### config.mk
export PLATFORM = sky130hd
export DESIGN_NAME = egb_ram
export DESIGN_NICKNAME = d
export VERILOG_FILES = /design/src/elevation_grid_binning_assert.svh /design/src/egb_ram.sv
export SDC_FILE = /design/constraint.sdc
export NUM_CORES = 1
export LEC_CHECK = 0
export CORE_ASPECT_RATIO = 0.75
export CORE_MARGIN = 3
export CORE_UTILIZATION = 62
export CTS_CLUSTER_SIZE = 16
export DETAILED_ROUTE_END_ITERATION = 8
export DONT_BUFFER_PORTS = 1
export PLACE_DENSITY_LB_ADDON = 0.1
export SLEW_MARGIN = 20
export SYNTH_ARGS = -nofsm -noshare
export SYNTH_HDL_FRONTEND = slang
export SYNTH_SLANG_ARGS = --single-unit
### constraint.sdc
create_clock -name clk -period 2.5 [get_ports clk]
set_clock_uncertainty 0.1 [all_clocks]
set_input_delay 0.5 -clock clk [delete_from_list [all_inputs] [get_ports clk]]
set_output_delay 0.5 -clock clk [all_outputs]
set_load 0.01 [all_outputs]
### src/elevation_grid_binning_assert.svh
// ---------------------------------------------------------------------------
// elevation_grid_binning_assert - assertion macros
// Shorthand for clocked checks; expects clk and rst_n in the including scope.
// ---------------------------------------------------------------------------
`ifndef ELEVATION_GRID_BINNING_ASSERT_SVH
`define ELEVATION_GRID_BINNING_ASSERT_SVH

// Same-cycle implication, off while in reset.
`define EGB_ASSERT_HOLDS(label, ante, cons) \
    label: assert property (@(posedge clk) disable iff (!rst_n) (ante) |-> (cons)) \
        else $error("elevation_grid_binning: same-cycle check failed");

// Next-cycle implication, off while in reset.
`define EGB_ASSERT_NEXT(label, ante, cons) \
    label: assert property (@(posedge clk) disable iff (!rst_n) (ante) |=> (cons)) \
        else $error("elevation_grid_binning: next-cycle check failed");

`endif

### src/egb_ram.sv
// ---------------------------------------------------------------------------
// egb_ram - generic simple dual-port RAM
// One write port, one read port, read data registered.
// ---------------------------------------------------------------------------
`timescale 1ns / 1ps
`default_nettype none

module egb_ram #(
    parameter int WIDTH = 8,
    parameter int DEPTH = 16
) (
    input  logic                     clk,
    input  logic                     we,
    input  logic [$clog2(DEPTH)-1:0] waddr,
    input  logic [WIDTH-1:0]         wdata,
    input  logic [$clog2(DEPTH)-1:0] raddr,
    output logic [WIDTH-1:0]         rdata
);

    logic [WIDTH-1:0] mem [DEPTH];

    always_ff @(posedge clk)
    begin
        if (we)
        begin
            mem[waddr] <= wdata;
        end
        rdata <= mem[raddr];
    end

endmodule

`default_nettype wire

==> impl_metrics.csv <==
group,metric,value,unit
routing,antenna_left,0,
routing,drc,0,
routing,first_iter_violations,261,
clock_network,cts.sinks,136,
power,switching_share,20.51,%
power,internal_power,4.053,mW
power,pwr-share-seq,50.5,%
floorplanning,rows,28,
global_route,grt_pass1_vias,2470,
clock_network,cts_setup_buffers,0,
floorplanning,fp.dieW,111.2,um
logic_synthesis,synth_warnings,0,
logic_synthesis,seq_area_frac_synth,77.78,%
sta,maxSlewViolCount,0,
logic_synthesis,synth_top_cells_by_area,"edfxtp_1 (75%), mux4_2 (7.9%), mux4_1 (7.1%), dfxtp_1 (3.1%), a22oi_1 (2.3%)",
routing,vias,2357,
clock_network,htree_levels,4,
cells_and_area,design_area,5914,um^2
sta,tns,0,ps
flow_run,drv_cap,0,
min_path,hold_end,"mem[8][7]$_DFFE_PP_",
clock_network,cts_tree,"built",
cells_and_area,mostFrequentLayoutCells,"edfxtp_1 (128), mux4_2 (18), a22oi_1 (16), clkbuf_16 (16), mux4_1 (14)",
setup_path,cp-end-kind,"register",
cells_and_area,drive_gt1_share,21.93,%
floorplanning,initial_core_util,64.44,%
cells_and_area,layout_commonest_cell,"edfxtp_1",
min_path,whs_path_depth,1,
place,pre_cts_slack,593.3,ps
power,p_comb_share,3.6,%
power,power_density,862.1,nW/um^2
place,gp_congestion,0.7740,
logic_synthesis,syn_area,5147,um^2
routing,wire_per_inst,25.94,um
cells_and_area,n_fill_cell,442,
cells_and_area,syn2layout_area_growth,14.90,%
setup_path,r2r_slack,970,ps
logic_synthesis,synth_cell_types,19,
clock_network,cts_max_path_buffers,2,
cells_and_area,num_antenna_cells,0,
sta,max_freq,0.6526,GHz
logic_synthesis,syn_inst,229,
sta,final.setup.worst_slack,967.7,ps
floorplanning,ioPinCount,26,
clock_network,cts_buffers,17,
place,hpwl,5.890,mm
floorplanning,die-area,9443,um^2
global_route,grtUsageTotal,22.40,%
sta,tightest_slew,803.2,ps
logic_synthesis,ys_seq_elements,136,
global_route,overflow,0,
logic_synthesis,avgSynthCellArea,22.48,um^2
setup_path,r2r_end,"rdata[3]$_DFF_P_",
routing,via_per_inst,6.302,
setup_path,cp_data_arrival_time,1830,ps
cells_and_area,nNetsFinal,274,
setup_path,regToRegStartpoint,"mem[10][3]$_DFFE_PP_",
place,place_area,5268,um^2
logic_synthesis,synth_fp_nets,247,
setup_path,worstSetupPathType,"reg -> reg",
clock_network,cts_resized,0,
global_route,grt_pass1_wl,14.83,mm
floorplanning,fp.dieH,84.91,um
outcome,status,"finished clean",
setup_path,required,2800,ps
setup_path,cp_slowest_cell,"mux4_1",
setup_path,crit_chain,"mux4_1, a22oi_1, nand2_1",
power,p_clk_share,45.9,%
routing,first_pass_iters,5,
sta,fin_hold_ws,181.2,ps
cells_and_area,postLayoutCoreUtil,74.04,%
power,p_switching,1.046,mW
clock_network,clk_pin_slew,60,ps
min_path,hold_class,"in -> reg",
power,p_total,5.099,mW
power,leakage,1.951,nW
sta,rsz0062_at_grt,"no",
setup_path,cp_max_fo,1,
cells_and_area,multi_input_area,1057,um^2
sta,setup_viol,0,
routing,wirelength,9.701,mm
setup_path,r2r_cells,3,
sta,slew_headroom,46.26,%
clock_network,clock_latency,510,ps
place,portBuffers,0,
setup_path,crit_path_start_kind,"register",
sta,min_period_over_period,61.29,%
cells_and_area,final_cells,374,
logic_synthesis,synth_top_cell_area_share,74.67,%
cells_and_area,ff_latch_area,4004,um^2
min_path,worstHoldStart,"waddr[0]",
place,placedCellCount,334,
logic_synthesis,synth_top_area_cell,"edfxtp_1",
power,ir_drop,0.4819,mV
setup_path,critPathMaxStageDelay,590,ps
floorplanning,core,7988,um^2
clock_network,ctsHoldBuffers,8,
sta,period_minus_slack,1532,ps
sta,hold_viol,0,
clock_network,cts_root_buf,"clkbuf_8",
global_route,grt_max_degree,33,
global_route,antenna_found_initial,0,
power groups by stage:
stage | clock [mW] | combinational [mW] | sequential (mW)
finish | 2.34 | 0.183 | 2.57
detailed placement | 0 | 0.138 | 2.62
global placement | 0 | 0.134 | 2.62
floorplan | 0 | 0.129 | 2.61
global route | 2.49 | 0.196 | 2.58
CTS | 2.37 | 0.182 | 2.57
synth_stat cells, drive strengths merged:
library cell	instances
edfxtp	128
mux4	32
a22oi	16
nor2	13
nand2	9
dfxtp	8
buf	7
nor3	4
clkdlybuf4s25	3
nand2b	2
nand3b	2
and2	1
and2b	1
nand3	1
nor2b	1
or3b	1
kinds of logic after synthesis:
| family | Yosys count | share of synthesized area (%) |
|---|---|---|
| AOI/OAI and AO/OA | 16 | 2.334 |
| buffers and inverters | 10 | 1.677 |
| DFF | 136 | 77.78 |
| muxes | 32 | 15.02 |
| and+or+nand+nor | 35 | 3.184 |
state kept, by name, indices dropped and copies added, names as in the netlist:
register  flops
mem         128
rdata         8
worst max-delay path by stage:
stage          slack (ps)            startpoint                   end
3_5_place_dp          590              waddr[2]  mem[10][4]$_DFFE_PP_
2_1_floorplan         410              waddr[2]   mem[0][0]$_DFFE_PP_
6_report              970  mem[10][3]$_DFFE_PP_      rdata[3]$_DFF_P_
4_1_cts               960  mem[10][3]$_DFFE_PP_      rdata[3]$_DFF_P_
3_3_place_gp          730              waddr[2]   mem[9][1]$_DFFE_PP_
5_1_grt               860  mem[10][3]$_DFFE_PP_      rdata[3]$_DFF_P_
metal layers:
metal  GRT usage [%]  share of wire (%)  up-vias
met5               0                  0        -
met4           8.398                1.3        0
met3           7.128                8.6       15
met2           34.48                 49       97
met1           30.91                 41     1215
li1                -                  -     1030
cell type report:
| class | count | area share [%] |
|---|---|---|
| multi-input combinational | 83 | 17.88 |
| tap | 105 | 2.221 |
| clock inverter | 15 | 2.581 |
| sequential | 136 | 67.70 |
| clock buffer | 17 | 7.002 |
| timing repair buffer | 18 | 2.623 |
worst max-delay path, delay by kind of cell, from the launching register on:
kind | cells | cell delay [ps]
AND/OR/NAND/NOR | 1 | 80
AO/OA/AOI/OAI | 1 | 280
multiplexers | 1 | 590
flip-flops | 1 | 370
(Power assumes the default switching activity.)
